**src/hdl/cvw_pkg.sv**
```systemverilog
// Shared constants, types and register indices of the KxK valid-window convolution core.
`default_nettype none
package cvw_pkg;
   localparam int KERNEL_SIZE = 7;
   localparam int MAX_WIDTH   = 1024;
   localparam int MAX_HEIGHT  = 1024;
   localparam int KSQ         = KERNEL_SIZE * KERNEL_SIZE;
   localparam int TAPS        = KERNEL_SIZE - 1;
   localparam int HALF        = KERNEL_SIZE / 2;

   localparam int PIX_W      = 16;
   localparam int COEF_IDX_W = 6;
   localparam int COORD_W    = 10;
   localparam int DIM_W      = 11;
   localparam int ADDR_W     = $clog2(MAX_WIDTH);
   localparam int CMP_W      = (DIM_W > ADDR_W + 1) ? DIM_W : ADDR_W + 1;
   localparam int LINE_W     = PIX_W * TAPS;
   localparam int PROD_W     = 2 * PIX_W;
   localparam int ROW_W      = PROD_W + $clog2(KERNEL_SIZE);
   localparam int SUM_W      = PROD_W + $clog2(KSQ);

   localparam int REQ_DATA_W = ((2 * PIX_W + COEF_IDX_W + 7) / 8) * 8;
   localparam int RSP_FLD_W  = PIX_W + 2 * COORD_W;
   localparam int RSP_DATA_W = ((RSP_FLD_W + 7) / 8) * 8;

   localparam int CSR_ADDR_W = 1;
   localparam logic [CSR_ADDR_W-1:0] CSR_IMAGE_WIDTH  = 1'b0;
   localparam logic [CSR_ADDR_W-1:0] CSR_IMAGE_HEIGHT = 1'b1;
   localparam logic [DIM_W-1:0] WIDTH_RESET  = 11'd640;
   localparam logic [DIM_W-1:0] HEIGHT_RESET = 11'd480;

   localparam logic CMD_PIXEL = 1'b0;
   localparam logic CMD_COEF  = 1'b1;

   typedef struct packed {
      logic                  valid;
      logic                  cmd;
      logic [PIX_W-1:0]      px;
      logic [ADDR_W-1:0]     col;
      logic [COEF_IDX_W-1:0] coef_index;
      logic [PIX_W-1:0]      coef_value;
      logic                  emit;
      logic [COORD_W-1:0]    x;
      logic [COORD_W-1:0]    y;
      logic                  last;
   } item_type;

   typedef struct packed {
      logic               valid;
      logic [COORD_W-1:0] x;
      logic [COORD_W-1:0] y;
      logic               last;
   } meta_type;

   typedef struct packed {
      logic             shift;
      logic             mac_en;
      logic             wt_wr;
      logic [PIX_W-1:0] wt_value;
   } cell_ctl_type;
endpackage
`default_nettype wire

```
**src/hdl/cvw_sum.sv**
```systemverilog
// Two-stage registered adder tree with round-half-up and saturation to 16 bits.
`default_nettype none
module cvw_sum (
   input  wire logic                       clock,
   input  wire logic                       en,
   input  wire logic [cvw_pkg::PROD_W-1:0] prods [cvw_pkg::KSQ],
   output logic      [cvw_pkg::PIX_W-1:0]  filtered
);
   localparam int RES_W = cvw_pkg::SUM_W + 1 - cvw_pkg::PIX_W;

   logic [cvw_pkg::ROW_W-1:0] rowsum_ff [cvw_pkg::KERNEL_SIZE];
   logic [cvw_pkg::ROW_W-1:0] rowsum_in [cvw_pkg::KERNEL_SIZE];
   logic [cvw_pkg::PIX_W-1:0] filtered_ff;
   logic [cvw_pkg::PIX_W-1:0] filtered_in;
   logic [cvw_pkg::SUM_W:0]   total;
   logic [RES_W-1:0]          res;

   always_comb begin
      for (int r = 0; r < cvw_pkg::KERNEL_SIZE; r++) begin
         rowsum_in[r] = '0;
         for (int c = 0; c < cvw_pkg::KERNEL_SIZE; c++) begin
            rowsum_in[r] = rowsum_in[r]
                         + cvw_pkg::ROW_W'(prods[r * cvw_pkg::KERNEL_SIZE + c]);
         end
      end
   end

   always_comb begin
      total = (cvw_pkg::SUM_W + 1)'(1) << (cvw_pkg::PIX_W - 1);
      for (int r = 0; r < cvw_pkg::KERNEL_SIZE; r++) begin
         total = total + (cvw_pkg::SUM_W + 1)'(rowsum_ff[r]);
      end
      res = total[cvw_pkg::SUM_W:cvw_pkg::PIX_W];
      if (res > RES_W'({cvw_pkg::PIX_W{1'b1}})) begin
         filtered_in = '1;
      end else begin
         filtered_in = res[cvw_pkg::PIX_W-1:0];
      end
   end

   always_ff @(posedge clock) begin
      if (en) begin
         rowsum_ff   <= rowsum_in;
         filtered_ff <= filtered_in;
      end
   end

   assign filtered = filtered_ff;
endmodule
`default_nettype wire

```
**config.mk**
```make
export PLATFORM = sky130hd
export DESIGN_NAME = cvw_sum
export DESIGN_NICKNAME = d
export VERILOG_FILES = /design/src/hdl/cvw_pkg.sv /design/src/hdl/cvw_sum.sv
export SDC_FILE = /design/constraint.sdc
export NUM_CORES = 2
export LEC_CHECK = 0
export ABC_AREA = 1
export BUFFER_PORTS_ARGS = -buffer_cell sky130_fd_sc_hd__buf_2
export CAP_MARGIN = 20
export CORE_AREA = 2 2 619 621
export CTS_CLUSTER_DIAMETER = 30
export CTS_CLUSTER_SIZE = 12
export DETAILED_ROUTE_END_ITERATION = 12
export DIE_AREA = 0 0 621 623
export PLACE_DENSITY = 0.4
export SKIP_LAST_GASP = 1
export SLEW_MARGIN = 30
export SYNTH_ARGS = -nofsm -noshare
export SYNTH_HDL_FRONTEND = slang
export SYNTH_SLANG_ARGS = --single-unit
```
**constraint.sdc**
```tcl
create_clock -name clock -period 9 [get_ports clock]
set_input_delay 2.7 -clock clock [delete_from_list [all_inputs] [get_ports clock]]
set_output_delay 2.7 -clock clock [all_outputs]
set_load 0.01 [all_outputs]
```
======== Word level (Yosys, flattened, before mapping) ========
Index checks and enable logic that the tools add are counted.
word-level totals
  output and inout bits ................... 16
  register bits after elaboration ......... 261
operators by class
  magnitude comparators ................... 1
  add/sub/neg operators ................... 49
operators with widths
  operator                count
  $add 35x32->35          21
  $add 34x32->35          7
  $add 33x32->34          7
  $add 32x32->33          7
  $add 39x35->39          3
  $add 38x35->39          1
  $add 37x35->38          1
  $add 36x35->37          1
  $add 16x35->36 const A  1
  $gt 23x16->1 const B    1

======== Longest topological paths before layout ========
  depth in word-level cells ............... 8
  depth in mapped cells ................... 25

======== Worst setup path before layout ========
OpenSTA, ideal clock, no wires.
  kind .................................... input -> register
  start point ............................. input port prods[321] in the netlist's numbering
  end point ............................... register rowsum_ff[58] in the netlist's numbering, data pin
  data required time ...................... 8741 ps
  arrival time ............................ 6340 ps
  slack ................................... 2401 ps
  cell stages on the path ................. 18
  cell sequence ........................... inv_1 > fa_1 > inv_1 > fa_1 > inv_1 > fa_1 > inv_1 > ha_1 > ha_1 > fa_1 > nand3_1 > nand2_1 > a31oi_1 > o21ai_0 > a21boi_0 > o21ai_0 > nand2_1 > nand2_1
RTL lines
  item                  line           text
  from (decl)           cvw_sum.sv:6   input wire logic [cvw_pkg::PROD_W-1:0] prods [cvw_pkg::KSQ],
  to (signal assigned)  cvw_sum.sv:43  rowsum_ff <= rowsum_in;
  to (decl)             cvw_sum.sv:11  logic [cvw_pkg::ROW_W-1:0] rowsum_ff [cvw_pkg::KERNEL_SIZE];

==> results_dict.tcl <==
set metrics [dict create \
    syn-cell-area_mm2 0.05540 \
    cp_top_family "adder cells" \
    met1_length_mm 131.5 \
    setup_viol 0 \
    crit_fanout 4 \
    row_count 227 \
    final_cells 12780 \
    grt_overflow_total 0 \
    cts_root_buffer "clkbuf_16" \
    period_share 0.7914 \
    cp_cell_sequence "buf_2 -> fa_1 -> inv_1 -> fa_1 -> fa_1 -> inv_1 -> fa_1 -> ha_1 -> nand2_1 -> inv_1 -> a21oi_1 -> o21ai_0 -> nor2_1 -> o21ai_0 -> nand2_1 -> nand2_1 -> xor2_1" \
    final_cell_mix "inv_1 (2058), buf_2 (1584), fa_1 (1279), nand2_1 (632), ha_1 (328)" \
    worst_setup_path_end_kind "register" \
    nets 10760 \
    cpMostUsedCell "fa_1" \
    routedWlPerCell_um 23.88 \
    wl_mm 305.1 \
    initial_core_util 0.1456 \
    layout_commonest_cell "inv_1" \
    crit_arrival_ns 7.53 \
    min_period_ns 7.123 \
    dr_total_vias 45410 \
    dieWidth_um 621 \
    worstPathRequired_ns 9.41 \
    htreeDepth 3 \
    drt_iter0_drc 2516 \
    seq_area_frac_synth 0.1415 \
    drc_errors 0 \
    antenna_found_initial 305 \
    max_cap_violations 0 \
    io_pins 1586 \
    syn2layout_area_growth_pct 31.84 \
    cts_sinks 261 \
    synthCells 5888 \
    hpwl_mm 290.2 \
    synth_nets 9065 \
    startpoint_type "primary input" \
    postCtsHoldBufs 0 \
    postCtsResizedCells 0 \
    via_per_inst 3.553 \
    wl_met2_mm 146.2 \
    dieArea_mm2 0.3869 \
    slowest_delay_ns 0.74 \
    portBuffers 1585 \
    critPathKind "primary input to register" \
    relSlewSlack 0.3451 \
    tns_ns 0 \
    hold_viol 0 \
    post-cts-setup-buffer-count 0 \
    hold_class "register to register" \
    ys.flop_type "edfxtp_1" \
    antenna_left 0 \
    clk_pin_slew_worst_paths_ns 0.04 \
    avgSynthCellArea_um2 9.410 \
    worst_pin_slew_ns 0.9721 \
    die_h_um 623 \
    status "completed" \
    nFillCells 43180 \
    dp_cells 12510 \
    grt_max_degree 106 \
    fp.coreArea_mm2 0.3806 \
    fmax_ghz 0.1404 \
    numCtsBuffers 100 \
    finalWeightedCongestion 0.9349 \
    ctsLongestPathBuffers 3 \
    routed.top_layer "met5" \
    dr.pass1.iters 5 \
    async_flop_share 0 \
    synth-seq-cells 261 \
    dr_wl_met3_mm 20.32 \
    critPathBufInv 4 \
    slew_violations 0 \
    rsz0062_at_grt "no" \
    crit_path_top_delay_cell "o21ai_0" \
    cts_tree "yes" \
    skew_ns 0.07102 \
    grt.total_usage 0.1571 \
    synth_cell_types 42 \
    grt_pass1_vias 49630 \
    synth-edff-count 261 \
    setup_ws_ns 1.877 \
    yosys_warnings 0 \
    drive_gt1_frac 0.2305 \
    grt_pass1_wl_mm 411.4 \
    place_ws_ns 1.336 \
    clock_latency_ns 0.72 \
]
==> tightest hold or removal path, stage by stage, from the launching register on <==
cell	delay [ns]
edfxtp_1	0.32
ha_1	0.19
fa_1	0.19
ha_1	0.23
xnor2_1	0.10
nand3_1	0.08
==> path summary, 6_finish.rpt <==
kind | from | end | slack [ns] | cells past startpoint
worst max-delay path | prods[552] | rowsum_ff[96] | 1.88 | 17
worst min-delay path | rowsum_ff[227] | filtered[3] | 1.17 | 5
worst max register to register | rowsum_ff[148] | filtered[8] | 3.69 | 19
worst min register to register | rowsum_ff[227] | filtered[3] | 1.17 | 5
==> sequential cells by signal (all words and copies together), names as in the netlist <==
register   cells
filtered      16
rowsum_ff    245
==> layer usage <==
metal / GRT usage / vias up
met5: 0 / -
met4: 0.03004 / 100
met3: 0.03844 / 501
met2: 0.2671 / 1709
met1: 0.2018 / 22310
li1: - / 20790
==> final cells by class <==
type                       instances  area, um^2  share of cell area
sequential                       261        7838              0.1073
antenna                           78       195.2            0.002672
inverter                        2061        7736              0.1059
clock inverter                    69       600.6            0.008222
clock buffer                     118        2570             0.03518
timing repair buffer            1590        8005              0.1096
multi-input combinational       3564       39800              0.5448
tap                             5038        6304             0.08630
==> kinds of logic (layout without fill, tap and decap cells) <==
| family | Yosys count | in the layout | share of synthesized area |
|---|---|---|---|
| buffers and inverters | 2063 | 3838 | 0.1403 |
| adder cells (fa/ha/maj) | 1607 | 1607 | 0.5362 |
| AND/OR/NAND/NOR | 1182 | 1182 | 0.09081 |
| AO/OA/AOI/OAI | 568 | 568 | 0.05854 |
| flip-flops | 261 | 261 | 0.1415 |
| XOR/XNOR | 207 | 207 | 0.03272 |
| other | 0 | 78 | 0 |
==> cell usage after synthesis (all sizes together) (7+ instances only) <==
| master | count | share of area |
|---|---|---|
| a21boi | 11 | 0.0015 |
| a21o | 53 | 0.0072 |
| a21oi | 265 | 0.024 |
| a221oi | 16 | 0.0025 |
| a31oi | 29 | 0.0033 |
| edfxtp | 261 | 0.14 |
| fa | 1279 | 0.46 |
| ha | 328 | 0.074 |
| inv | 2059 | 0.14 |
| nand2 | 643 | 0.044 |
| nand3 | 160 | 0.016 |
| nand3b | 7 | 0.00095 |
| nand4 | 24 | 0.0028 |
| nor2 | 268 | 0.019 |
| nor3 | 60 | 0.0054 |
| nor4 | 11 | 0.0015 |
| o21a | 8 | 0.0011 |
| o21ai | 142 | 0.013 |
| o21bai | 30 | 0.0041 |
| xnor2 | 47 | 0.0074 |
| xor2 | 160 | 0.025 |
==> stage by stage <==
step,hold slack (ns),area [um^2],util
6_report,1.166,73040,0.1919
5_1_grt,1.275,72910,0.1916
4_1_cts,1.201,72850,0.1914
3_5_place_dp,1.277,69680,0.1831
3_3_place_gp,1.279,69680,0.1831
2_1_floorplan,0.9563,55400,-
Power is not shown: default switching activity piles up to over one toggle a cycle in this logic, so the estimate is an artifact.
