`config.mk`:
```
export PLATFORM = sky130hd
export DESIGN_NAME = cvw_cell
export DESIGN_NICKNAME = d
export VERILOG_FILES = /design/src/hdl/cvw_pkg.sv /design/src/hdl/cvw_cell.sv
export SDC_FILE = /design/constraint.sdc
export NUM_CORES = 1
export LEC_CHECK = 0
export ABC_AREA = 1
export BUFFER_PORTS_ARGS = -buffer_cell sky130_fd_sc_hd__buf_2
export CAP_MARGIN = 15
export CORE_MARGIN = 2
export CORE_UTILIZATION = 55
export DETAILED_ROUTE_END_ITERATION = 7
export PLACE_DENSITY = 0.78
export SKIP_CTS_REPAIR_TIMING = 1
export SYNTH_ARGS = -nofsm -noshare
export SYNTH_HDL_FRONTEND = slang
export SYNTH_SLANG_ARGS = --single-unit
```
`constraint.sdc`:
```
create_clock -name clock -period 5.24 [get_ports clock]
set_input_delay 1.048 -clock clock [delete_from_list [all_inputs] [get_ports clock]]
set_output_delay 1.048 -clock clock [all_outputs]
set_load 0.05 [all_outputs]
```
`src/hdl/cvw_pkg.sv`:
```
// Shared constants, types and register indices of the KxK valid-window convolution core.
`default_nettype none
package cvw_pkg;
   localparam int KERNEL_SIZE = 7;
   localparam int MAX_WIDTH   = 1024;
   localparam int MAX_HEIGHT  = 1024;
   localparam int KSQ         = KERNEL_SIZE * KERNEL_SIZE;
   localparam int TAPS        = KERNEL_SIZE - 1;
   localparam int HALF        = KERNEL_SIZE / 2;

   localparam int PIX_W      = 16;
   localparam int COEF_IDX_W = 6;
   localparam int COORD_W    = 10;
   localparam int DIM_W      = 11;
   localparam int ADDR_W     = $clog2(MAX_WIDTH);
   localparam int CMP_W      = (DIM_W > ADDR_W + 1) ? DIM_W : ADDR_W + 1;
   localparam int LINE_W     = PIX_W * TAPS;
   localparam int PROD_W     = 2 * PIX_W;
   localparam int ROW_W      = PROD_W + $clog2(KERNEL_SIZE);
   localparam int SUM_W      = PROD_W + $clog2(KSQ);

   localparam int REQ_DATA_W = ((2 * PIX_W + COEF_IDX_W + 7) / 8) * 8;
   localparam int RSP_FLD_W  = PIX_W + 2 * COORD_W;
   localparam int RSP_DATA_W = ((RSP_FLD_W + 7) / 8) * 8;

   localparam int CSR_ADDR_W = 1;
   localparam logic [CSR_ADDR_W-1:0] CSR_IMAGE_WIDTH  = 1'b0;
   localparam logic [CSR_ADDR_W-1:0] CSR_IMAGE_HEIGHT = 1'b1;
   localparam logic [DIM_W-1:0] WIDTH_RESET  = 11'd640;
   localparam logic [DIM_W-1:0] HEIGHT_RESET = 11'd480;

   localparam logic CMD_PIXEL = 1'b0;
   localparam logic CMD_COEF  = 1'b1;

   typedef struct packed {
      logic                  valid;
      logic                  cmd;
      logic [PIX_W-1:0]      px;
      logic [ADDR_W-1:0]     col;
      logic [COEF_IDX_W-1:0] coef_index;
      logic [PIX_W-1:0]      coef_value;
      logic                  emit;
      logic [COORD_W-1:0]    x;
      logic [COORD_W-1:0]    y;
      logic                  last;
   } item_type;

   typedef struct packed {
      logic               valid;
      logic [COORD_W-1:0] x;
      logic [COORD_W-1:0] y;
      logic               last;
   } meta_type;

   typedef struct packed {
      logic             shift;
      logic             mac_en;
      logic             wt_wr;
      logic [PIX_W-1:0] wt_value;
   } cell_ctl_type;
endpackage
`default_nettype wire

```
`src/hdl/cvw_cell.sv`:
```
// One window cell: a pixel register in the shift row, its weight and a registered product.
`default_nettype none
module cvw_cell (
   input  wire logic                         clock,
   input  wire logic                         reset,
   input  wire cvw_pkg::cell_ctl_type        ctl,
   input  wire logic                         wt_sel,
   input  wire logic [cvw_pkg::PIX_W-1:0]    pix_from_right,
   output logic      [cvw_pkg::PIX_W-1:0]    pix_to_left,
   output logic      [cvw_pkg::PROD_W-1:0]   prod
);
   logic [cvw_pkg::PIX_W-1:0]  pixel_ff;
   logic [cvw_pkg::PIX_W-1:0]  weight_ff;
   logic [cvw_pkg::PROD_W-1:0] prod_ff;
   logic [cvw_pkg::PROD_W-1:0] prod_in;

   assign prod_in = cvw_pkg::PROD_W'(pixel_ff) * cvw_pkg::PROD_W'(weight_ff);

   always_ff @(posedge clock) begin
      if (reset) begin
         weight_ff <= '0;
      end else if (ctl.wt_wr && wt_sel) begin
         weight_ff <= ctl.wt_value;
      end
   end

   always_ff @(posedge clock) begin
      if (ctl.shift) begin
         pixel_ff <= pix_from_right;
      end
      if (ctl.mac_en) begin
         prod_ff <= prod_in;
      end
   end

   assign pix_to_left = pixel_ff;
   assign prod        = prod_ff;
endmodule
`default_nettype wire

```
---- Word-level counts from Yosys, hierarchy flattened ----
Cells that the tools add are included.
cells by class
  multiplexer cells ....................... 0
  div/mod/pow operators ................... 0
  equality and inequality tests ........... 0
  shifts and indexed selects .............. 0
  add/sub/neg operators ................... 0
  reduce and logical (&&, ||, !) cells .... 1
  multipliers ............................. 1
  order comparisons ....................... 0
  bitwise gates (word level) .............. 0
operator list
  cell                 number
  $mul A16 B16 Y32     1
  $logic_and A1 B1 Y1  1
word-level totals
  bits in writable memories ............... 0
  ROM bits ................................ 0
  logic and storage cells ................. 5
  bits in registers ....................... 64
  memories kept ........................... 0
  bits in latches ......................... 0
  output and inout port bits .............. 48
  input bits .............................. 38

---- Depth between registers and ports, before layout ----
Gate-level depths: netlist of run 1.
  word-level depth ........................ 1
  depth in mapped cells ................... 25
  depth with buffers taken out ............ 23

---- Worst setup path after synthesis of run 1 ----
Ideal clock, no wire load.
  kind .................................... reg2reg
  start point ............................. reg pixel_ff (netlist bit pix_to_left[7])
  end point ............................... reg prod_ff (netlist bit prod[28]) (data pin)
  library setup time ...................... 0.252 ns
  path slack .............................. -0.444 ns
  data required time ...................... 4.988 ns
  period minus slack after synthesis ...... 5.684 ns
  buffers on the path ..................... 2
  arrival ................................. 5.432 ns
  stages on the path, launching flop included .. 26
  cells stage by stage .................... edfxtp_1 -> clkbuf_1 -> clkbuf_1 -> nand2_1 -> fa_1 -> inv_1 -> fa_1 -> inv_1 -> fa_1 -> inv_1 -> fa_1 -> fa_1 -> inv_1 -> fa_1 -> inv_1 -> ha_1 -> nand2_1 -> inv_1 -> nand2_1 -> nand2_1 -> nand2_1 -> nand2_1 -> a21oi_1 -> nand2_1 -> nand2_1 -> nand2_1
between the ends
  cells in the longest elaborated chain, start to end .. 1
ends and longest elaborated chain
  what                        RTL line        text
  start: declaration          cvw_cell.sv:12  logic [cvw_pkg::PIX_W-1:0] pixel_ff;
  start signal: assignment    cvw_cell.sv:29  pixel_ff <= pix_from_right;
  $mul A16 B16 Y32            cvw_cell.sv:17  assign prod_in = cvw_pkg::PROD_W'(pixel_ff) * cvw_pkg::PROD_W'(weight_ff);
  named net prod_in, one bit  cvw_cell.sv:15  logic [cvw_pkg::PROD_W-1:0] prod_in;
  end signal: assignment      cvw_cell.sv:32  prod_ff <= prod_in;
  end: declaration            cvw_cell.sv:14  logic [cvw_pkg::PROD_W-1:0] prod_ff;
The timed path passes the listed nets, and every way through them passes these cells.
A chain may end at the register's enable or synchronous reset.

---- Final worst setup path of run 1 ----
  start point ............................. reg pixel_ff (netlist bit pix_to_left[7])
  end point ............................... reg prod_ff (netlist bit prod[12]) (data pin)
Same word-level chain as after synthesis.

==> results by stage, run 1 <==
Outcome:
- The flow ran to the end, but the final reports show violations.
- The final reports fail on negative setup slack.

Global route:
- The number of antenna violations at the first check in global routing is 0.
- The first global-routing pass estimated roughly 47000 µm of wire.
- The largest net degree at the start of global routing is 33.
- The via count of the first global-routing pass came to roughly 10k.
- The all-layer global routing usage is 0.2711.
- The sum of overflow across all layers after global routing is 0.

Worst setup path:
- Measured in cells, the most critical reg-to-reg path has a length of 22.
- The critical path is of the flip-flop to flip-flop type.
- The setup slack on the worst flop-to-flop path is -0.07 ns.
- The top fanout value on the critical path is 6.
- The startpoint of the worst-slack reg-to-reg timing path is pix_to_left[7].
- The reg-to-reg critical path endpoint is prod[12].
- The critical path launch point type is a flip-flop.
- For the worst setup path, the data required time is roughly 5.4 ns.
- The data arrival time of the critical path is 5.42 ns.
- The launch point of the worst path is pix_to_left[7].
- STA classifies the critical path endpoint as a flip-flop.

Timing:
- Dividing the final minimum period by the clock period gives 1.014.
- At the pin with the least slew margin, the transition time is 0.7266 ns.
- Derived from the worst setup path, the maximum achievable clock frequency is around 190 MHz.
- The number of failing hold endpoints at the final stage came to 0.
- Setup repair after global routing could not meet its margin everywhere.
- The worst hold slack after final layout is ~0.51 ns.
- The count of final max-slew check failures came to 0.
- After layout, the worst setup slack is -0.07245 ns.
- The worst clock skew on the final layout is between 0.01 and 0.015 ns.
- The worst path in the final design needs a cycle of 5.312 ns, including I/O delays and setup.
- After routing, the total negative slack on setup checks comes to -0.3221 ns.
- The worst slew slack as a fraction of its limit is 0.5156.
- The number of setup violations in the final report is 9.

Routing:
- The number of optimization iterations in the first detailed-route pass is 5.
- The number of vias per cell after detailed routing is ~5.
- In this run the remaining antenna-violating nets after routing total 0.
- The routed layout has between 9k and 10k vias.
- The routed wire length is between 20000 and 30000 µm.
- After detailed routing, the average wire length per cell comes to between 15 and 20 µm.
- In the routed design, unresolved DRC markers number 0.
- The detailed router finished its first iteration with 708 violations.

Synthesis:
- The number of nets in the synthesized netlist is ~1.8k.
- The synthesized netlist contains 23 unique library cells.
- The simple-gate share of the synthesized area is 0.1959.
- The synthesis warning total is 0.
- The main combinational cell family by area after synthesis is adder cells.
- The synthesized netlist cell count is between 1k and 1.5k.
- Of the post-synthesis cell area, the dominant cell type holds 0.3406.
- The largest area contributor in the netlist is sky130_fd_sc_hd__fa_1.
- For this run, the register share of the synthesized area comes to 0.1545.
- The complex-gate fraction of the synthesized area is 0.01580.
- In this run, synthesis produced a sequential element count of 64.
- In this run the mean area of a mapped cell was between 7 and 8 µm².
- The adder-cell area share of the yosys netlist is 0.4547.
- The netlist area before placement is ~11000 µm².
- The portion of synthesized area spent on multiplexers is 0.
- After synthesis, the cell types taking the most area are sky130_fd_sc_hd__fa_1, sky130_fd_sc_hd__nand2_1, sky130_fd_sc_hd__inv_1.
- Of the total synthesized cell area, the portion taken by XOR and XNOR cells is 0.01382.

Placement:
- Input and output buffers added on the ports amount to between 80 and 90.
- The placed wire-length estimate after detailed placement is between 20000 and 25000 µm.
- The number of placed cells counting well taps is 1840.
- The total cell area at the placement stage is approximately 13000 µm².
- Routability-driven placement finished with a final weighted congestion of 0.9312.

Worst hold path:
- The launch point of the worst hold path is weight_ff[5].
- The path class of the lowest-slack min-delay path is flip-flop to flip-flop.
- The worst hold path depth is 2.
- The endpoint of the worst hold-timing path is weight_ff[5].

Floorplanning:
- The initial core utilization is 0.5618.
- The horizontal die dimension is ~150 µm.
- From bottom edge to top edge, the die measures 148.0 µm.
- The area of the placeable core is between 20000 and 25000 µm².
- The floorplan step defined a die boundary enclosing ~22000 µm².
- The number of top-level pins is between 80 and 90.
- In this run the core area contains 52 standard-cell rows.

Finish:
- The area growth from synthesis to layout is 19.99%.
- With fillers left out, the area of the finished cells amounts to 13680 µm².
- The net count reported at finish is between 1.5k and 2k.
- The count of antenna diodes in the layout is 0.
- Of the cells placed in the final design, the portion with a size suffix greater than 1 is 0.2066.
- The non-filler instance count after layout is 1877.

Pwr:
- VDD sags by at most between 0.00015 and 0.0002 V.
- Power spread over the standard cell area amounts to ~250 nW/µm².
- For this design the static power due to leakage is 0.008075 µW.

CTS:
- Clock-pin slew was measured on the worst setup and hold paths at approximately 0.06 ns.
- TritonCTS built the clock tree.
- The insertion delay of the later-clocked pin in the worst-skew pair is between 0.3 and 0.4 ns.
- For this design, the sink count on the clock tree is 64.
- The total clock buffers created by CTS is 9.
- The buffer cell driving the clock tree root is sky130_fd_sc_hd__clkbuf_16.
- The maximum clock insertion buffer count is 2.
- The clock tree synthesis step divided the H-tree into 3 levels.

Flow run:
- Across the run, the number of max-cap violations was 0.
## cells in the final DEF (no fill, tap or decap), types with 22 or more instances in the layout
master,n
sky130_fd_sc_hd__a21oi_1,24
sky130_fd_sc_hd__buf_2,85
sky130_fd_sc_hd__buf_4,71
sky130_fd_sc_hd__edfxtp_1,48
sky130_fd_sc_hd__fa_1,186
sky130_fd_sc_hd__ha_1,86
sky130_fd_sc_hd__inv_1,417
sky130_fd_sc_hd__nand2_1,433
sky130_fd_sc_hd__nand2_2,46
sky130_fd_sc_hd__nor2_1,22
## cells in the mapped netlist
cell                       count
sky130_fd_sc_hd__fa_1        194
sky130_fd_sc_hd__inv_1       434
sky130_fd_sc_hd__nand2_1     490
sky130_fd_sc_hd__clkbuf_1     61
sky130_fd_sc_hd__a21oi_1      33
sky130_fd_sc_hd__nor3_2        1
sky130_fd_sc_hd__xnor2_1       3
sky130_fd_sc_hd__o21bai_1      1
sky130_fd_sc_hd__nor2_1       37
sky130_fd_sc_hd__ha_1        104
sky130_fd_sc_hd__buf_1         6
sky130_fd_sc_hd__nor2_2        2
sky130_fd_sc_hd__nand3_1      28
sky130_fd_sc_hd__buf_2         1
sky130_fd_sc_hd__and2_1        1
sky130_fd_sc_hd__dfxtp_1      16
sky130_fd_sc_hd__edfxtp_1     48
sky130_fd_sc_hd__xor2_1       15
sky130_fd_sc_hd__nand3b_1      2
sky130_fd_sc_hd__a21o_1        1
sky130_fd_sc_hd__nand4_1       4
sky130_fd_sc_hd__nand2_2       1
sky130_fd_sc_hd__nand3_2       4
## flip-flops by register name, indices dropped and copies added, names as in the netlist
register	cells
pix_to_left	16
prod	32
weight_ff	16
## how the worst max path moves through the flow
stage,to,slack (ns),cells after the start
3_5_place_dp,prod[22],-0.12,20
2_1_floorplan,prod[28],-0.13,25
6_report,prod[12],-0.07,22
3_3_place_gp,prod[22],-0.03,18
5_1_grt,prod[28],-0.26,24
4_1_cts,prod[22],-0.14,20
## metrics by stage
step           total power (µW)  setup slack [ns]    util
6_report                   3374          -0.07245  0.6741
5_1_grt                    3578           -0.2609  0.6741
4_1_cts                    3159           -0.1395  0.6420
3_5_place_dp               2433           -0.1209  0.6255
3_3_place_gp               2393          -0.02634  0.6255
2_1_floorplan              1973           -0.1251       -
## cell families (layout without fill, tap and decap cells)
logic type | Yosys count | count (layout)
buf+inv | 502 | 622
flops | 64 | 64
xor+xnor | 18 | 18
compound gates | 35 | 35
simple gates | 570 | 570
fa+ha+maj | 298 | 298
## layout make-up
class | instances | area, µm²
Fill cell | 1587 | 6616
Multi-Input combinational cell | 921 | 8381
Timing Repair Buffer | 172 | 1231
Sequential cell | 64 | 1769
Clock buffer | 9 | 225.2
Inverter | 434 | 1629
Tap cell | 270 | 337.8
Clock inverter | 7 | 110.1
## worst max-delay path, stage by stage (launching register included)
cell and delay (ns):
sky130_fd_sc_hd__edfxtp_1 0.41, sky130_fd_sc_hd__buf_6 0.15, sky130_fd_sc_hd__buf_12 0.13, sky130_fd_sc_hd__nand2_4 0.06, sky130_fd_sc_hd__inv_2 0.04, sky130_fd_sc_hd__fa_1 0.54, sky130_fd_sc_hd__inv_2 0.04, sky130_fd_sc_hd__fa_2 0.52
sky130_fd_sc_hd__fa_1 0.43, sky130_fd_sc_hd__fa_1 0.49, sky130_fd_sc_hd__inv_1 0.05, sky130_fd_sc_hd__fa_1 0.49, sky130_fd_sc_hd__inv_1 0.05, sky130_fd_sc_hd__fa_1 0.50, sky130_fd_sc_hd__inv_2 0.05, sky130_fd_sc_hd__ha_4 0.25
sky130_fd_sc_hd__nand2_4 0.10, sky130_fd_sc_hd__inv_2 0.04, sky130_fd_sc_hd__nand2_2 0.06, sky130_fd_sc_hd__nand2_2 0.05, sky130_fd_sc_hd__nand3b_1 0.27, sky130_fd_sc_hd__buf_4 0.21, sky130_fd_sc_hd__xor2_1 0.13
## power by group
group	leakage [µW]	internal, µW	switching (µW)	total (µW)
Combinational	0.00730	734	1210	1950
Sequential	0.000614	659	45.3	704
Clock	0.000162	461	261	722
## routing by layer
layer  wire (µm)  vias up  global-route usage  share of wire
met1       10840     4632              0.3180           0.37
li1            -     4437                   -              -
met4        1163        0              0.1062          0.040
met5           0        -                   0              0
met2       15360      356              0.4949           0.53
met3        1811       88             0.04537          0.062
Power figures use the tool's default switching activity.
==> run 2: changes to the inputs <==
--- a/config.mk
+++ b/config.mk
@@ -8,7 +8,7 @@
 export ABC_AREA = 1
 export BUFFER_PORTS_ARGS = -buffer_cell sky130_fd_sc_hd__buf_2
 export CAP_MARGIN = 15
-export CORE_MARGIN = 2
+export CORE_MARGIN = 5
 export CORE_UTILIZATION = 55
 export DETAILED_ROUTE_END_ITERATION = 7
 export PLACE_DENSITY = 0.78
==> run 2 against run 1 <==
Net effect: the run still ends with negative setup slack left; total power fell by 0.13%; non-clock buffer count up 15; worst setup slack worse by 0.020 ns; sequential share of layout area about the same; register-to-register slack worse by 0.02 ns; global-route usage shrank 1.8 points; fmax is 0.38% lower; core utilization rose by 0.25 points; critical path depth shrank 3; clock skew up 0.0016 ns; critical path type unchanged; largest power group unchanged.
==> results by stage, run 2 (same netlist as run 1, synthesis figures left out) <==
Timing:
- The number of failing hold endpoints at the final stage is 0 (unchanged).
- The share of the cycle needed by the critical path after routing is 1.018 (+0.003831).
- The count of final max-slew check failures is 0 (unchanged).
- The transition time at the pin with the least slew margin came to 0.7433 ns (+0.01663 ns).
- Setup repair after global routing could not meet its margin everywhere.
- The number of setup violations in the final report is 10 (+1).
- The worst setup slack after layout was -0.09253 ns (-0.02008 ns).
- The worst slew slack as a fraction of its limit was 0.5045 (-0.01109).
- The worst clock skew on the final layout is 0.01299 ns (+0.001649 ns).
- The shortest clock period the worst path allows after layout is 5.333 ns (+0.02008 ns).
- The upper clock frequency limit is 187.5 MHz (-0.38%).

Routing:
- The number of optimization iterations in the first detailed-route pass is 5 (unchanged).
- The routed wire length came to 29860 µm (+2.3%).
- The number of vias per cell after detailed routing is 5.059 (-0.19%).
- The routed via count is 9571 (+0.61%).
- The post-detailed-route DRC marker count was 0 (unchanged).
- The remaining antenna violation count is 0 (unchanged).
- The number of design-rule violations left by the first detailed-router iteration was 599 (-15%).
- The final routed wire length divided by cell count is 15.78 µm (+1.5%).

Flow run:
- The max-cap violation count was 0 (unchanged).

Outcome:
- The final reports fail on negative setup slack.
- The run finished, with violations left.

CTS:
- The clock sink count is 64 (unchanged).
- TritonCTS built the clock tree.
- The CTS H-tree depth is 3 (unchanged).
- CTS placed an instance of sky130_fd_sc_hd__clkbuf_16 at the clock tree root.
- The clock slew at the register clock pins of the worst setup and hold paths is 0.06 ns (about the same).
- The insertion delay of the later-clocked pin in the worst-skew pair is 0.35 ns (about the same).
- The maximum clock insertion buffer count is 2 (unchanged).
- The total clock buffers created by CTS came to 9 (unchanged).

Pwr:
- The cell-internal power came to 1846 µW (-0.43%).
- The switching power share of the total is 0.4522 (+0.001665).
- The standby leakage power is 0.008114 µW (+0.48%).
- The switching power summed over all nets is 1524 µW (+0.24%).
- The power per cell area is 245.4 nW/µm² (-0.50%).
- The worst vdd rail ir drop is 0.0001592 V (-13%).
- The relative contribution of the clock network to total power came to 0.200 (-0.014).
- The proportion of power drawn by flip-flops and latches is 0.209 (about the same).
- The share of total power in combinational logic is 0.591 (+0.014).

Global route:
- The largest net degree at the start of global routing was 33 (unchanged).
- The wire length of the first global-routing pass is 47800 µm (+2.0%).
- The all-layer global routing usage is 0.2528 (-0.01822).
- The number of antenna violations at the first check in global routing came to 0 (unchanged).
- The via count of the first global-routing pass is 9964 (-0.73%).
- The sum of overflow across all layers after global routing was 0 (unchanged).

Floorplanning:
- The horizontal die dimension is 154.0 µm (+4.1%).
- The initial core utilization is 0.5618 (unchanged).
- The floorplan die height is 154.0 µm (+4.1%).
- The die area is 23710 µm² (+8.3%).
- The area of the placeable core is 20300 µm² (unchanged).
- The number of top-level pins is 86 (unchanged).
- The number of cell rows is 52 (unchanged).

Placement:
- The number of placed cells counting well taps is 1855 (+0.82%).
- The final weighted congestion in routability-driven placement is 0.9136 (-1.9%).
- The placed wire-length estimate after detailed placement is 23650 µm (+3.4%).
- The count of buffers inserted at the top-level ports is 85 (unchanged).
- The worst setup slack after placement is -0.1478 ns (-0.02698 ns).

Finish:
- The area growth from synthesis to layout is 20.44%.
- Leaving out fill and tap cells, the most frequent cells in the layout are sky130_fd_sc_hd__nand2_1, sky130_fd_sc_hd__inv_1, sky130_fd_sc_hd__fa_1, sky130_fd_sc_hd__ha_1, sky130_fd_sc_hd__buf_2.
- The net count reported at finish is 1953 (+0.77%).
- The non-filler instance count after layout is 1892 (+0.80%).
- The count of antenna diodes in the layout is 0 (unchanged).
- The flip-flop count of the largest register, all copies and words added came to 32 (unchanged).
- The share of cells above drive strength 1 is 0.2035 (-0.003144).
- Leaving out fill and tap cells, the most frequent cell in the layout is sky130_fd_sc_hd__nand2_1.

Worst setup path:
- The top fanout value on the critical path is 6 (unchanged).
- By instance count, the cell type seen most on the critical path is sky130_fd_sc_hd__inv_1.
- The setup path with the least slack is of type flip-flop to flip-flop.
- The family with the most delay on the worst path is adder cells.
- Traced cell by cell, the critical path runs through buf_6 -> nand2_1 -> inv_1 -> fa_1 -> inv_1 -> fa_2 -> fa_1 -> inv_1 -> fa_2 -> fa_1 -> fa_2 -> ha_4 -> nand2_4 -> inv_1 -> nand2_1 -> nand2_1 -> nand3b_1 -> buf_4 -> xor2_1.
- The delay contributed by the slowest stage of the critical path is 0.63 ns (+0.09 ns).
- The critical path required time was 5.34 ns (about the same).
- The worst setup path is launched from a flip-flop.
- The slowest stage of the critical path is the sky130_fd_sc_hd__fa_2 cell.
- The data arrival time of the critical path is 5.43 ns (about the same).
- The worst setup path is captured at a flip-flop.
- The buffering stage count on the worst path with inverters included was 6 (-3).

Worst hold path:
- The worst hold path belongs to the class flip-flop to flip-flop.
run 2: power by group through the flow:
stage	Clock, µW	Combinational, µW	Sequential [µW]
floorplan	0	1020	954
global placement	0	1740	717
detailed placement	0	1780	718
CTS	684	1790	708
global route	711	2170	711
finish	674	1990	703
run 2: tightest hold or removal path: cells and delay by family (launching register included):
| family | cells | cell delay [ns] |
|---|---|---|
| AOI/OAI and AO/OA | 1 | 0.05 |
| DFF | 1 | 0.34 |
| and+or+nand+nor | 1 | 0.07 |
run 2: worst paths after layout:
path,startpoint,to,slack (ns),cells past startpoint
max,pix_to_left[6],prod[14],-0.09,19
min reg2reg,weight_ff[5],weight_ff[5],0.51,2
max reg2reg,pix_to_left[6],prod[14],-0.09,19
min,weight_ff[5],weight_ff[5],0.51,2
run 2: stage by stage:
stage	hold WS (ns)	cell area, µm²	TNS [ns]	utilization	power [µW]
final	0.5095	13730	-0.4581	0.6766	3370
after global routing	0.5514	13730	-3.314	0.6766	3596
after CTS	0.5097	13170	-1.728	0.6486	3184
after detailed placement	0.5001	12850	-1.189	0.6329	2499
after global placement	0.4962	12850	-0.9331	0.6329	2459
after floorplan	0.6124	11780	-1.369	-	1973
run 2: layout make-up:
cell class	instances	area, µm²
Clock buffer	9	225.2
Tap cell	270	337.8
Inverter	434	1629
Timing Repair Buffer	187	1370
Clock inverter	7	93.84
Sequential cell	64	1770
Multi-Input combinational cell	921	8308
Fill cell	1649	6565
run 2: metal layers:
layer,up-vias,GRT usage,share of wire
met5,-,0,0
met4,0,0.1013,0.039
met3,87,0.03569,0.059
met2,348,0.4565,0.53
met1,4666,0.3035,0.37
li1,4470,-,-
==> run 3: changes to the inputs <==
--- a/config.mk
+++ b/config.mk
@@ -11,7 +11,8 @@
 export CORE_MARGIN = 5
 export CORE_UTILIZATION = 55
 export DETAILED_ROUTE_END_ITERATION = 7
-export PLACE_DENSITY = 0.78
+export PLACE_DENSITY = 0.75
+export SETUP_SLACK_MARGIN = 0.2
 export SKIP_CTS_REPAIR_TIMING = 1
 export SYNTH_ARGS = -nofsm -noshare
 export SYNTH_HDL_FRONTEND = slang
==> constraint.sdc (replaced) <==
create_clock -name clock -period 5.3 [get_ports clock]
set_input_delay 1.06 -clock clock [delete_from_list [all_inputs] [get_ports clock]]
set_output_delay 1.06 -clock clock [all_outputs]
set_load 0.05 [all_outputs]
==> run 3 against run 2 <==
Net effect: the flow still finishes with violations (negative setup slack); routed wire length shrank 1.3%; clock-buffer cell count is the same; critical path depth grew 1; via count shrank 1.1%; critical path type unchanged; highest routed layer unchanged.
==> results by stage, run 3 (same netlist as run 1, synthesis figures left out) <==
Outcome:
- The flow ran to the end, but the final reports show violations.
- The checks that failed: negative setup slack.

Timing:
- The upper clock frequency limit is 186.5 MHz (-0.53%).
- The transition time at the pin with the least slew margin is 0.8031 ns (+0.05987 ns).
- Setup repair after global routing could not meet its margin everywhere.
- The setup TNS is -0.3483 ns (+0.1098 ns).
- The count of final max-slew check failures is 0 (unchanged).
- The share of the cycle needed by the critical path after routing is 1.012 (-0.006112).
- The worst setup slack after layout came to -0.06119 ns (+0.03133 ns).
- The worst slew slack as a fraction of its limit is 0.4646 (-0.03992).
- The number of setup violations in the final report is 10 (unchanged).
- The number of failing hold endpoints at the final stage is 0 (unchanged).
- The shortest clock period the worst path allows after layout came to 5.361 ns (+0.02867 ns).
- The worst clock skew on the final layout came to 0.01331 ns (+0.0003259 ns).

Worst setup path:
- Among all stages on the critical path, the largest delay is contributed by sky130_fd_sc_hd__fa_1.
- The setup slack on the worst flop-to-flop path was -0.06 ns (+0.03 ns).
- The data arrival time of the critical path is 5.47 ns (+0.04 ns).
- The critical path goes through buf_12 -> buf_6 -> nand2_4 -> fa_1 -> fa_1 -> fa_1 -> fa_1 -> inv_1 -> fa_1 -> inv_2 -> fa_1 -> inv_2 -> ha_4 -> nand2_4 -> inv_2 -> nand2_2 -> nand2_2 -> nand3b_1 -> buf_4 -> xor2_2.
- The critical path required time is 5.41 ns (+0.07 ns).
- The reg-to-reg critical path endpoint is prod[12].
- The cell occurring most often along the worst timing path is sky130_fd_sc_hd__fa_1.
- The critical path start-end classification is flip-flop to flip-flop.
- The number of cells traversed by the worst register-to-register path is 20 (+1).
- The worst setup path is launched from a flip-flop.
- The delay contributed by the slowest stage of the critical path is 0.61 ns (-0.02 ns).
- The startpoint of the worst-slack reg-to-reg timing path is pix_to_left[8].
- The worst setup path is captured at a flip-flop.
- The top fanout value on the critical path came to 6 (unchanged).

Floorplanning:
- The floorplan die height came to 154.0 µm (unchanged).
- The initial core utilization is 0.5618 (unchanged).
- The die area is 23710 µm² (unchanged).
- The area of the placeable core was 20300 µm² (unchanged).
- The number of top-level pins was 86 (unchanged).
- The horizontal die dimension is 154.0 µm (unchanged).
- The number of cell rows was 52 (unchanged).

Finish:
- The net count reported at finish was 1945 (-0.41%).
- The flip-flop count of the largest register, all copies and words added is 32 (unchanged).
- The most frequent standard cell in the layout excluding fill and tap cells is sky130_fd_sc_hd__nand2_1.
- The count of antenna diodes in the layout was 0 (unchanged).
- The share of cells above drive strength 1 was 0.1914 (-0.01200).
- The non-filler instance count after layout came to 1884 (-0.42%).
- The area occupied by registers is 1773 µm² (+0.14%).
- The count of fill cells added during filler insertion was 1642 (-0.42%).
- In the layout the commonest cells are sky130_fd_sc_hd__nand2_1, sky130_fd_sc_hd__inv_1, sky130_fd_sc_hd__fa_1, sky130_fd_sc_hd__ha_1, sky130_fd_sc_hd__buf_2.
- Compared with the post-synthesis result, the final layout area differs by 20.07%.
- The area of the multi-input gates is 8295 µm² (-0.15%).

Global route:
- The number of antenna violations at the first check in global routing came to 0 (unchanged).
- The via count of the first global-routing pass was 10.06k (+1.0%).
- The sum of overflow across all layers after global routing is 0 (unchanged).
- The wire length of the first global-routing pass is 48220 µm (+0.88%).
- The all-layer global routing usage was 0.2561 (+0.003297).
- The largest net degree at the start of global routing is 33 (unchanged).

Routing:
- The post-detailed-route DRC marker count is 0 (unchanged).
- The routed wire length is 29460 µm (-1.3%).
- The number of optimization iterations in the first detailed-route pass is 5 (unchanged).
- The final routed wire length divided by cell count is 15.64 µm (-0.92%).
- The remaining antenna violation count is 0 (unchanged).
- The number of design-rule violations left by the first detailed-router iteration is 609 (+1.7%).
- The number of vias per cell after detailed routing is 5.022 (-0.72%).
- The routed via count was 9462 (-1.1%).

Pwr:
- The standby leakage power is 0.008169 µW (+0.67%).
- The power per cell area is 244.2 nW/µm² (-0.46%).
- The worst vdd rail ir drop is 0.0001904 V (+20%).

Flow run:
- The max-cap violation count is 0 (unchanged).

Placement:
- The count of buffers inserted at the top-level ports is 85 (unchanged).
- The final weighted congestion in routability-driven placement is 0.9011 (-1.4%).
- The number of placed cells counting well taps is 1835 (-1.1%).
- The placed wire-length estimate after detailed placement is 23440 µm (-0.86%).

CTS:
- The clock sink count is 64 (unchanged).
- The insertion delay of the later-clocked pin in the worst-skew pair is 0.36 ns (about the same).
- TritonCTS built the clock tree.
- CTS placed an instance of sky130_fd_sc_hd__clkbuf_16 at the clock tree root.
- The total clock buffers created by CTS is 9 (unchanged).
- The maximum clock insertion buffer count came to 2 (unchanged).
- The clock slew at the register clock pins of the worst setup and hold paths is 0.06 ns (about the same).
- The CTS H-tree depth is 3 (unchanged).

Worst hold path:
- The endpoint of the worst hold-timing path is weight_ff[5].
- The path class of the lowest-slack min-delay path is flip-flop to flip-flop.
- The launch point of the worst hold path is weight_ff[5].
- The worst hold path depth was 2 (unchanged).
## run 3: report_power, final
part | total [µW] | internal [µW] | switching (µW) | leakage (µW)
clock network | 744 | 466 | 278 | 0.000171
logic | 1910 | 725 | 1190 | 0.00738
registers | 690 | 651 | 38.3 | 0.000615
## run 3: final cells by class
| cell class | instances | area share |
|---|---|---|
| Clock inverter | 7 | 0.009138 |
| Clock buffer | 9 | 0.01645 |
| Tap cell | 270 | 0.02467 |
| Multi-Input combinational cell | 921 | 0.6059 |
| Inverter | 434 | 0.1190 |
| Timing Repair Buffer | 179 | 0.09540 |
| Sequential cell | 64 | 0.1295 |
## run 3: worst max path at each step
| stage | startpoint | endpoint | slack [ns] | cells past startpoint |
|---|---|---|---|---|
| 3_3_place_gp | pix_to_left[10] | prod[23] | -0.02 | 20 |
| 6_report | pix_to_left[8] | prod[12] | -0.06 | 20 |
| 3_5_place_dp | pix_to_left[10] | prod[28] | -0.14 | 18 |
| 5_1_grt | pix_to_left[8] | prod[20] | -0.23 | 22 |
| 2_1_floorplan | pix_to_left[7] | prod[28] | -0.07 | 25 |
| 4_1_cts | pix_to_left[10] | prod[28] | -0.15 | 18 |
## run 3: metrics by stage
step / hold WS (ns) / instance area [µm²] / setup WS [ns] / total power [µW] / utilization
after global placement: 0.4918 / 12710 / -0.02271 / 2422 / 0.6264
after floorplan: 0.6124 / 11820 / -0.06500 / 1962 / -
after global routing: 0.5247 / 13690 / -0.2328 / 3570 / 0.6745
after detailed placement: 0.4958 / 12710 / -0.1376 / 2452 / 0.6264
after CTS: 0.5057 / 13070 / -0.1501 / 3205 / 0.6436
final: 0.5083 / 13690 / -0.06119 / 3344 / 0.6745
## run 3: worst max-delay path: cells and delay by family, from the launching register on
kind,cells,cell delay [ns]
adders and majority gates,7,3.28
buffers and inverters,7,0.71
and+or+nand+nor,5,0.55
DFF,1,0.43
xor gates and xnor gates,1,0.13
## run 3: routing by layer
| layer | part of all wire | global-route usage |
|---|---|---|
| met3 | 0.062 | 0.03682 |
| met1 | 0.38 | 0.2988 |
| met4 | 0.041 | 0.1089 |
| met2 | 0.52 | 0.4686 |
| met5 | 0 | 0 |
